==> src/rtl/core/sst_pkg.sv <==
`timescale 1ns / 1ps

package sst_pkg;

  localparam int CFG_IDX_W = 2;
  localparam int CFG_DATA_W = 16;
  localparam logic [CFG_IDX_W-1:0] REG_PROCESS_NOISE = 2'd0;
  localparam logic [CFG_IDX_W-1:0] REG_MEAS_NOISE = 2'd1;
  localparam logic [CFG_IDX_W-1:0] REG_LOST_LIMIT = 2'd2;

  localparam logic [15:0] PROCESS_NOISE_RST = 16'd256;
  localparam logic [15:0] MEAS_NOISE_RST = 16'd768;
  localparam logic [7:0] LOST_LIMIT_RST = 8'd20;

  localparam logic signed [15:0] LOST_LEVEL = -16'sd25600;
  localparam logic [7:0] SILENCE_MAX = 8'd255;
  localparam logic [15:0] GAIN_MAX = 16'hFFFF;

  localparam logic ACT_MEASURE = 1'b0;
  localparam logic ACT_TICK = 1'b1;

  typedef enum logic [8:0] {
    ST_IDLE   = 9'b000000001,
    ST_SEARCH = 9'b000000010,
    ST_PREP   = 9'b000000100,
    ST_DIV    = 9'b000001000,
    ST_MUL1   = 9'b000010000,
    ST_MUL2   = 9'b000100000,
    ST_MUL3   = 9'b001000000,
    ST_TICK   = 9'b010000000,
    ST_OUT    = 9'b100000000
  } state_t;

endpackage

==> src/rtl/core/signal_strength_tracker_unit.sv <==
`timescale 1ns / 1ps

// Channel   Direction  Ports
// in        request    in_valid, in_stall, in_action, in_station_key, in_level
// out       result     out_valid, out_stall, out_kind .. out_last
// cfg       write      cfg_we, cfg_index, cfg_data
// A measurement: acceptance, a search of slots up to the match (to the end if
// absent; a full table gives table-full), a prepare state, 32 division steps
// (none if measurement noise is 0), three multiply/update states and an output
// state; new or re-armed entries skip to OUT. Ticks run TICK, OUT per entry.
// Reset is synchronous, clears the entry count and sequencer, loads config defaults.
// The input is stalled from acceptance until the last result is taken.

module signal_strength_tracker_unit #(
  parameter int SLOTS = 16,
  parameter int KEY_BITS = 48
) (
  input  logic                          clk,
  input  logic                          rst_n,
  input  logic                          in_valid,
  output logic                          in_stall,
  input  logic                          in_action,
  input  logic [47:0]                   in_station_key,
  input  logic signed [15:0]            in_level,
  output logic                          out_valid,
  input  logic                          out_stall,
  output logic                          out_kind,
  output logic [3:0]                    out_slot,
  output logic signed [15:0]            out_estimate,
  output logic signed [15:0]            out_raw_level,
  output logic                          out_new_entry,
  output logic                          out_table_full,
  output logic                          out_lost,
  output logic                          out_last,
  input  logic                          cfg_we,
  input  logic [sst_pkg::CFG_IDX_W-1:0] cfg_index,
  input  logic [sst_pkg::CFG_DATA_W-1:0] cfg_data
);
  import sst_pkg::*;

  localparam int KW = (KEY_BITS < 48) ? KEY_BITS : 48;
  localparam int SW = (SLOTS > 1) ? $clog2(SLOTS) : 1;
  localparam int CW = $clog2(SLOTS + 1);

  state_t state_r;
  logic [15:0] q_noise_r, r_noise_r;
  logic [7:0] limit_r;

  logic [KW-1:0] keys_r [SLOTS];
  logic signed [15:0] est_r [SLOTS];
  logic [15:0] cov_r [SLOTS];
  logic signed [15:0] lvl_r [SLOTS];
  logic rearm_r [SLOTS];
  logic [7:0] sil_r [SLOTS];
  logic [CW-1:0] count_r;

  logic act_r;
  logic [KW-1:0] key_r;
  logic signed [15:0] z_r;
  logic [CW-1:0] idx_r;
  logic created_r;
  logic [15:0] p_r;
  logic [16:0] den_r;
  logic [16:0] rem_r;
  logic [31:0] dvd_r;
  logic [15:0] k_r;
  logic [4:0] step_r;
  logic signed [33:0] prod_r;
  logic signed [16:0] mul_a, mul_b;
  logic signed [33:0] mul_y;
  logic [17:0] rem_sh;
  logic [16:0] p_sum;
  logic [SW-1:0] s;

  assign s = idx_r[SW-1:0];
  assign rem_sh = {rem_r, dvd_r[31]};
  assign p_sum = {1'b0, cov_r[s]} + {1'b0, q_noise_r};

  always_comb begin
    mul_a = signed'({1'b0, k_r});
    if (state_r == ST_MUL1) begin
      mul_b = 17'(z_r) - 17'(est_r[s]);
    end else begin
      mul_b = signed'({1'b0, p_r});
    end
  end
  assign mul_y = mul_a * mul_b;

  assign in_stall = (state_r != ST_IDLE);
  assign out_valid = (state_r == ST_OUT);

  always_ff @(posedge clk) begin
    if (!rst_n) begin
      state_r <= ST_IDLE;
      count_r <= '0;
      q_noise_r <= PROCESS_NOISE_RST;
      r_noise_r <= MEAS_NOISE_RST;
      limit_r <= LOST_LIMIT_RST;
    end else begin
      if (cfg_we) begin
        unique case (cfg_index)
          REG_PROCESS_NOISE: q_noise_r <= cfg_data;
          REG_MEAS_NOISE:    r_noise_r <= cfg_data;
          REG_LOST_LIMIT:    limit_r <= cfg_data[7:0];
          default: ;
        endcase
      end
      unique case (state_r)
        ST_IDLE: begin
          if (in_valid) begin
            act_r <= in_action;
            key_r <= in_station_key[KW-1:0];
            z_r <= in_level;
            idx_r <= '0;
            created_r <= 1'b0;
            if (in_action == ACT_TICK) begin
              state_r <= (count_r == '0) ? ST_IDLE : ST_TICK;
            end else begin
              state_r <= ST_SEARCH;
            end
          end
        end
        ST_SEARCH: begin
          if (idx_r >= count_r) begin
            if (count_r == CW'(SLOTS)) begin
              out_kind <= ACT_MEASURE;
              out_slot <= '0;
              out_estimate <= '0;
              out_raw_level <= '0;
              out_new_entry <= 1'b0;
              out_table_full <= 1'b1;
              out_lost <= 1'b0;
              out_last <= 1'b1;
              state_r <= ST_OUT;
            end else begin
              count_r <= count_r + 1'b1;
              keys_r[s] <= key_r;
              rearm_r[s] <= 1'b1;
              created_r <= 1'b1;
              state_r <= ST_PREP;
            end
          end else if (keys_r[s] == key_r) begin
            state_r <= ST_PREP;
          end else begin
            idx_r <= idx_r + 1'b1;
          end
        end
        ST_PREP: begin
          lvl_r[s] <= z_r;
          sil_r[s] <= '0;
          if (rearm_r[s]) begin
            est_r[s] <= z_r;
            cov_r[s] <= r_noise_r;
            rearm_r[s] <= 1'b0;
            out_kind <= ACT_MEASURE;
            out_slot <= 4'(idx_r);
            out_estimate <= z_r;
            out_raw_level <= z_r;
            out_new_entry <= created_r;
            out_table_full <= 1'b0;
            out_lost <= 1'b0;
            out_last <= 1'b1;
            state_r <= ST_OUT;
          end else begin
            p_r <= p_sum[16] ? 16'hFFFF : p_sum[15:0];
            den_r <= (p_sum[16] ? 17'h0FFFF : p_sum) + {1'b0, r_noise_r};
            dvd_r <= {(p_sum[16] ? 16'hFFFF : p_sum[15:0]), 16'h0000};
            rem_r <= '0;
            step_r <= '0;
            if (r_noise_r == '0) begin
              k_r <= GAIN_MAX;
              state_r <= ST_MUL1;
            end else begin
              k_r <= '0;
              state_r <= ST_DIV;
            end
          end
        end
        ST_DIV: begin
          dvd_r <= {dvd_r[30:0], 1'b0};
          if (rem_sh >= {1'b0, den_r}) begin
            rem_r <= 17'(rem_sh - {1'b0, den_r});
            k_r <= {k_r[14:0], 1'b1};
          end else begin
            rem_r <= rem_sh[16:0];
            k_r <= {k_r[14:0], 1'b0};
          end
          step_r <= step_r + 1'b1;
          if (step_r == 5'd31) begin
            state_r <= ST_MUL1;
          end
        end
        ST_MUL1: begin
          prod_r <= mul_y;
          state_r <= ST_MUL2;
        end
        ST_MUL2: begin
          est_r[s] <= est_r[s] + 16'(prod_r >>> 16);
          out_estimate <= est_r[s] + 16'(prod_r >>> 16);
          prod_r <= mul_y;
          state_r <= ST_MUL3;
        end
        ST_MUL3: begin
          cov_r[s] <= p_r - prod_r[31:16];
          out_kind <= ACT_MEASURE;
          out_slot <= 4'(idx_r);
          out_raw_level <= z_r;
          out_new_entry <= 1'b0;
          out_table_full <= 1'b0;
          out_lost <= 1'b0;
          out_last <= 1'b1;
          state_r <= ST_OUT;
        end
        ST_TICK: begin
          out_kind <= ACT_TICK;
          out_slot <= 4'(idx_r);
          out_new_entry <= 1'b0;
          out_table_full <= 1'b0;
          out_last <= (idx_r + 1'b1 == count_r);
          if (sil_r[s] > limit_r) begin
            est_r[s] <= LOST_LEVEL;
            lvl_r[s] <= LOST_LEVEL;
            rearm_r[s] <= 1'b1;
            out_estimate <= LOST_LEVEL;
            out_raw_level <= LOST_LEVEL;
            out_lost <= 1'b1;
          end else begin
            out_estimate <= est_r[s];
            out_raw_level <= lvl_r[s];
            out_lost <= 1'b0;
          end
          if (sil_r[s] != SILENCE_MAX) begin
            sil_r[s] <= sil_r[s] + 1'b1;
          end
          state_r <= ST_OUT;
        end
        ST_OUT: begin
          if (!out_stall) begin
            if (act_r == ACT_TICK && !out_last) begin
              idx_r <= idx_r + 1'b1;
              state_r <= ST_TICK;
            end else begin
              state_r <= ST_IDLE;
            end
          end
        end
        default: state_r <= ST_IDLE;
      endcase
    end
  end

endmodule
==> config.mk <==
export PLATFORM = sky130hd
export DESIGN_NAME = signal_strength_tracker_unit
export DESIGN_NICKNAME = d
export VERILOG_FILES = /design/src/rtl/core/sst_pkg.sv /design/src/rtl/core/signal_strength_tracker_unit.sv
export SDC_FILE = /design/constraint.sdc
export NUM_CORES = 2
export LEC_CHECK = 0
export BUFFER_PORTS_ARGS = -buffer_cell sky130_fd_sc_hd__buf_2
export CELL_PAD_IN_SITES_DETAIL_PLACEMENT = 0
export CELL_PAD_IN_SITES_GLOBAL_PLACEMENT = 1
export CORE_UTILIZATION = 50
export CTS_BUF_LIST = sky130_fd_sc_hd__clkbuf_8
export DETAILED_ROUTE_END_ITERATION = 8
export PLACE_DENSITY = 0.89
export SETUP_SLACK_MARGIN = 0.2
export SYNTH_ARGS = -nofsm -noshare
export SYNTH_HDL_FRONTEND = slang
export SYNTH_SLANG_ARGS = --single-unit
==> constraint.sdc <==
create_clock -name clk -period 10.9 [get_ports clk]
set_clock_uncertainty 0.15 [all_clocks]
set_input_delay 1.635 -clock clk [delete_from_list [all_inputs] [get_ports clk]]
set_output_delay 1.635 -clock clk [all_outputs]
set_load 0.1 [all_outputs]
After elaboration in Yosys (flattened, before gate mapping)
Memory sizes are Yosys's and may differ from the RTL's. A register that Yosys moved wholly into a read port is not among the register bits.
Index checks and enable logic that the tools add are counted.
{"block": "totals", "output_inout_bits": 43, "n_memories": 6, "in_bits": 88, "ramBits": 1680, "ff_bits": 301}
{"name": "keys_r", "depth": 16, "word_bits": 48, "read_ports": 1, "rd_clocked_by_memory_dff": 1, "wr": 1, "line": "signal_strength_tracker_unit.sv:49", "source": "logic [KW-1:0] keys_r [SLOTS];"}
{"name": "cov_r", "depth": 16, "word_bits": 16, "read_ports": 1, "rd_clocked_by_memory_dff": 1, "wr": 1, "line": "signal_strength_tracker_unit.sv:51", "source": "logic [15:0] cov_r [SLOTS];"}
{"name": "est_r", "depth": 16, "word_bits": 16, "read_ports": 1, "rd_clocked_by_memory_dff": 1, "wr": 1, "line": "signal_strength_tracker_unit.sv:50", "source": "logic signed [15:0] est_r [SLOTS];"}
{"name": "lvl_r", "depth": 16, "word_bits": 16, "read_ports": 1, "rd_clocked_by_memory_dff": 1, "wr": 1, "line": "signal_strength_tracker_unit.sv:52", "source": "logic signed [15:0] lvl_r [SLOTS];"}
{"name": "sil_r", "depth": 16, "word_bits": 8, "read_ports": 1, "rd_clocked_by_memory_dff": 1, "wr": 1, "line": "signal_strength_tracker_unit.sv:54", "source": "logic [7:0] sil_r [SLOTS];"}
{"name": "rearm_r", "depth": 16, "word_bits": 1, "read_ports": 1, "rd_clocked_by_memory_dff": 1, "wr": 1, "line": "signal_strength_tracker_unit.sv:53", "source": "logic rearm_r [SLOTS];"}
{"block": "op_classes", "multipliers": 1, "order_cmp": 3, "n_reduce_logical": 27, "bitwise_logic": 9, "mux": 98, "n_eq_ne": 29, "add_sub_neg": 10}
{"cell": "16-bit two-way mux", "count": 13}
{"cell": "16-bit case mux with 4 select lines", "count": 2}
{"cell": "9-bit case mux with 8 select lines", "count": 1}
{"cell": "32-bit case mux with 2 select lines", "count": 1}
{"cell": "9-bit two-way mux", "count": 7}
{"cell": "17-bit two-way mux", "count": 3}
{"cell": "48-bit == test", "count": 1}
{"cell": "1-bit two-way mux", "count": 39}
{"cell": "4-bit two-way mux", "count": 9}
{"cell": "5-bit two-way mux", "count": 7}
{"cell": "16-bit by 16-bit adder with 17-bit output", "count": 2}
{"cell": "17-bit case mux with 2 select lines", "count": 1}
{"cell": "17-bit by 17-bit multiplier with 32-bit output", "count": 1}
{"cell": "32-bit two-way mux", "count": 1}
{"cell": "8-bit two-way mux", "count": 4}
{"cell": "16-bit case mux with 2 select lines", "count": 1}
{"cell": "2-bit inequality test (second input constant)", "count": 10}
{"cell": "5-bit AND reduction", "count": 4}
{"cell": "18-bit by 17-bit greater-or-equal comparator with 1-bit output", "count": 1}
{"cell": "16-bit by 16-bit subtractor with 17-bit output", "count": 1}
{"cell": "17-bit subtractor", "count": 1}
{"cell": "16-bit adder", "count": 1}
{"cell": "16-bit zero test", "count": 1}
{"cell": "16-bit subtractor", "count": 1}
{"cell": "other kinds (41)", "count": 64}

Logic depth before layout (Yosys ltp)
{"block": "depth", "ltp_word": 8, "depth_mapped": 46}

Worst setup path before layout
Ideal clock, no wire load.
{"block": "synth_timing", "path_type": "reg-to-reg", "startpoint": "register (tool-made name)", "endpoint": "register prod_r[30], data pin", "setup_slack_ns": -0.077, "path_stages_with_launch": 42, "setup_ns": 0.180, "arrival_time_ns": 10.647, "synth_period_minus_slack_ns": 10.977, "path_buffers": 9, "path_cell_list": "dfxtp_1 buf_2 buf_2 buf_2 buf_4 buf_4 buf_2 buf_2 buf_1 mux4_2 mux4_2 ha_1 fa_1 nand3b_1 a21boi_0 o31ai_1 a2111oi_0 nor2_1 [... 6 more ...] fa_1 inv_1 fa_1 fa_1 fa_1 inv_1 fa_1 inv_1 ha_1 and4_1 nor2_1 a211oi_1 a211oi_1 or3_1 a21o_1 a21boi_0 o21ai_0 a221oi_1"}
{"item": "to (signal assigned)", "line": "signal_strength_tracker_unit.sv:194", "source": "prod_r <= mul_y;"}
{"item": "to (signal assigned)", "line": "signal_strength_tracker_unit.sv:200", "source": "prod_r <= mul_y;"}
{"item": "to (decl)", "line": "signal_strength_tracker_unit.sv:68", "source": "logic signed [33:0] prod_r;"}

==> out/metrics.yaml <==
outcome:
  status: "completed"
grt:
  grt_pass1_vias: 50500
  antenna_found_initial: 5
  busiest_layer: "met2"
  grt_util_met3: 0.0411
  grtUsageTotal: 0.238
  use_met1: 0.316
  overflow: 0
  use_met2: 0.393
  grt_max_degree: 110
  grt_first_pass_wirelength_um: 318000
drt:
  dr.pass1.iters: 6
  viasPerCell: 5.99
  drc: 0
  vias: 49400
  ant_nets: 0
  wl_um: 215000
  wire_per_inst_um: 26.0
  drt_iter0_drc: 5268
cells_and_area:
  stdcell_count: 8261
  nets: 6233
  drive_above_1_share: 0.207
  stdcell_area_um2: 98900
  syn2layout_area_growth_pct: 10.9
synthesis:
  synth_seq_cells: 1953
  async_flop_share: 0
  syn_avg_cell_area_um2: 16.8
  synth_area_leaders: "edfxtp_1, mux4_2, fa_1"
  synth_edf_count: 1895
  ys_seq_area_frac: 0.651
  synth_compound_area_frac: 0.0366
  synth_commonest_cells: "edfxtp_1, mux4_2, inv_1"
  synth_fp_nets: 5855
  syn_area_um2: 89200
  synth_top_family_by_area: "multiplexers"
  synth-adder-area-share: 0.0805
  synth_top_area_share: 0.638
  synth_area_leader_cell: "edfxtp_1"
  muxShareOfSynthArea: 0.130
  synth_ff_type: "edfxtp_1"
  yosys.area_share.xor_xnor: 0.0172
  syn_inst: 5322
  yosysMostFrequentCell: "edfxtp_1"
  yosysWarnings: 0
  synthDistinctLibCells: 80
  synthSimpleGateAreaFrac: 0.0563
timing:
  setup_slack_ps: 799
  whs_ps: 314
  clock.fmax_ghz: 0.0990
  fin_crit_ps: 10100
  fin_setup_tns_ps: 0
  tightest_slew_ps: 1300
  slew_headroom: 0.130
  period_share: 0.927
  slew_violations: 0
  hold_violations: 0
  setup_viol: 0
  rsz0062_at_grt: "no"
floorplan:
  ios: 131
  start_util: 0.505
  core_area_um2: 177000
  dieHeight_um: 424
  design.die.area_um2: 180000
  fp-row-count: 154
  die_w_um: 424
placed_design:
  placed_cell_area_um2: 93100
  hpwlAfterDp_um: 132000
  portBuffers: 130
  place_inst: 7714
  place_congestion: 0.881
  place_ws_ps: 506
clock_network:
  h-tree-depth: 5
  cts_num_sinks: 1953
  cts_buffer_depth: 4
  insertion_delay_ps: 1050
  cts_made_buffers: 316
  tritoncts: "yes"
  clk_pin_slew_ps: 60
  cts_root_buf: "clkbuf_8"
worst_setup_path:
  cp.depth: 36
  timing.reg2reg.setup_slack_ps: 800
  worst-path-buf-inv: 7
  cp_slowest_cell: "fa_1"
  cp-end-kind: "flip-flop"
  required_ps: 11450
  cp_slowest_stage_delay_ps: 570
  cp-start-kind: "flip-flop"
  critPathMaxFanout: 33
  r2r_cells: 36
  cp_top_family: "adder cells"
  path_class: "flip-flop to flip-flop"
  cpMostUsedCell: "fa_1"
  cp_data_arrival_time_ps: 10650
  r2r_end: "prod_r[31]$_DFFE_PP_"
job:
  cap_violations: 0
power_and_ir_drop:
  leakagePower_nw: 35.3
  peakVddDrop_uv: 168
  p_per_area_nw_per_um2: 184
hold_path:
  hold_path_class: "flip-flop to flip-flop"
  holdPathEnd: "q_noise_r[6]$_SDFFE_PN0P_"
  hp-start: "q_noise_r[6]$_SDFFE_PN0P_"
  holdPathStages: 2
kinds of logic after synthesis:
family / Yosys count
xor gates and xnor gates: 174
and+or+nand+nor: 1061
DFF: 1953
adders and majority gates: 445
muxes: 592
AOI/OAI and AO/OA: 491
buffers and inverters: 606
layout make-up:
cell class                      instances  area, um^2
Antenna cell                            3        7.51
Clock buffer                          326        4490
Clock inverter                        210        1140
Fill cell                           13000       77800
Inverter                              380        1430
Multi-Input combinational cell       2763       28900
Sequential cell                      1953       58100
Tap cell                             2340        2930
Timing Repair Buffer                  286        1910
sequential cells by signal, indices dropped and copies added (netlist names), 17 cells and up, named ones only:
signal	cells
den_r	17
rem_r	17
key_r	48
lvl_r	256
cov_r	256
keys_r	768
sil_r	128
est_r	256
tightest hold or removal path: stages, from the launching register on:
cell and delay, ps:
dfxtp_1 310, nand2_1 50, a21oi_1 50
per-layer routing:
layer | wire length [um] | vias up
li1 | - | 21100
met1 | 81400 | 25300
met2 | 107000 | 2564
met3 | 18800 | 461
met4 | 7610 | 4
met5 | 69 | -
worst max path at each step:
| stage | to | slack (ps) |
|---|---|---|
| 2_1_floorplan | prod_r[30]$_DFFE_PP_ | 240 |
| 3_3_place_gp | prod_r[30]$_DFFE_PP_ | 640 |
| 3_5_place_dp | prod_r[30]$_DFFE_PP_ | 510 |
| 4_1_cts | prod_r[30]$_DFFE_PP_ | 420 |
| 5_1_grt | prod_r[30]$_DFFE_PP_ | 210 |
| 6_report | prod_r[31]$_DFFE_PP_ | 800 |
per-stage QoR:
step	total power, mW	utilization
after floorplan	11.5	-
after CTS	18.2	0.559
after detailed placement	12.5	0.527
after global placement	12.4	0.527
final	18.2	0.560
after global routing	18.9	0.560
power by group:
group,switching [mW],internal [mW]
registers,0.137,8.39
clock network,2.79,3.00
logic,2.16,1.68
cell usage in the layout, fill, tap and decap left out, drive strengths merged, types with 91 or more instances in the layout:
| master | synthesis | layout |
|---|---|---|
| inv | 380 | 479 |
| nand2 | 375 | 375 |
| clkbuf | 109 | 327 |
| fa | 214 | 214 |
| mux4 | 454 | 454 |
| buf | 117 | 285 |
| xnor2 | 110 | 110 |
| ha | 231 | 231 |
| mux2i | 126 | 126 |
| clkinv | 0 | 91 |
| o21ai | 101 | 101 |
| a21oi | 104 | 104 |
| and2 | 122 | 122 |
| edfxtp | 1895 | 1895 |
| nor2 | 278 | 278 |
repair_timing:
item / CTS / global route
hold buffers: 0 / 0
resized for setup: 0 / 7
setup buffers: 0 / 7
endpoints found under the setup margin: 0 / 7
Note: power is estimated with default switching activity, not from simulation.
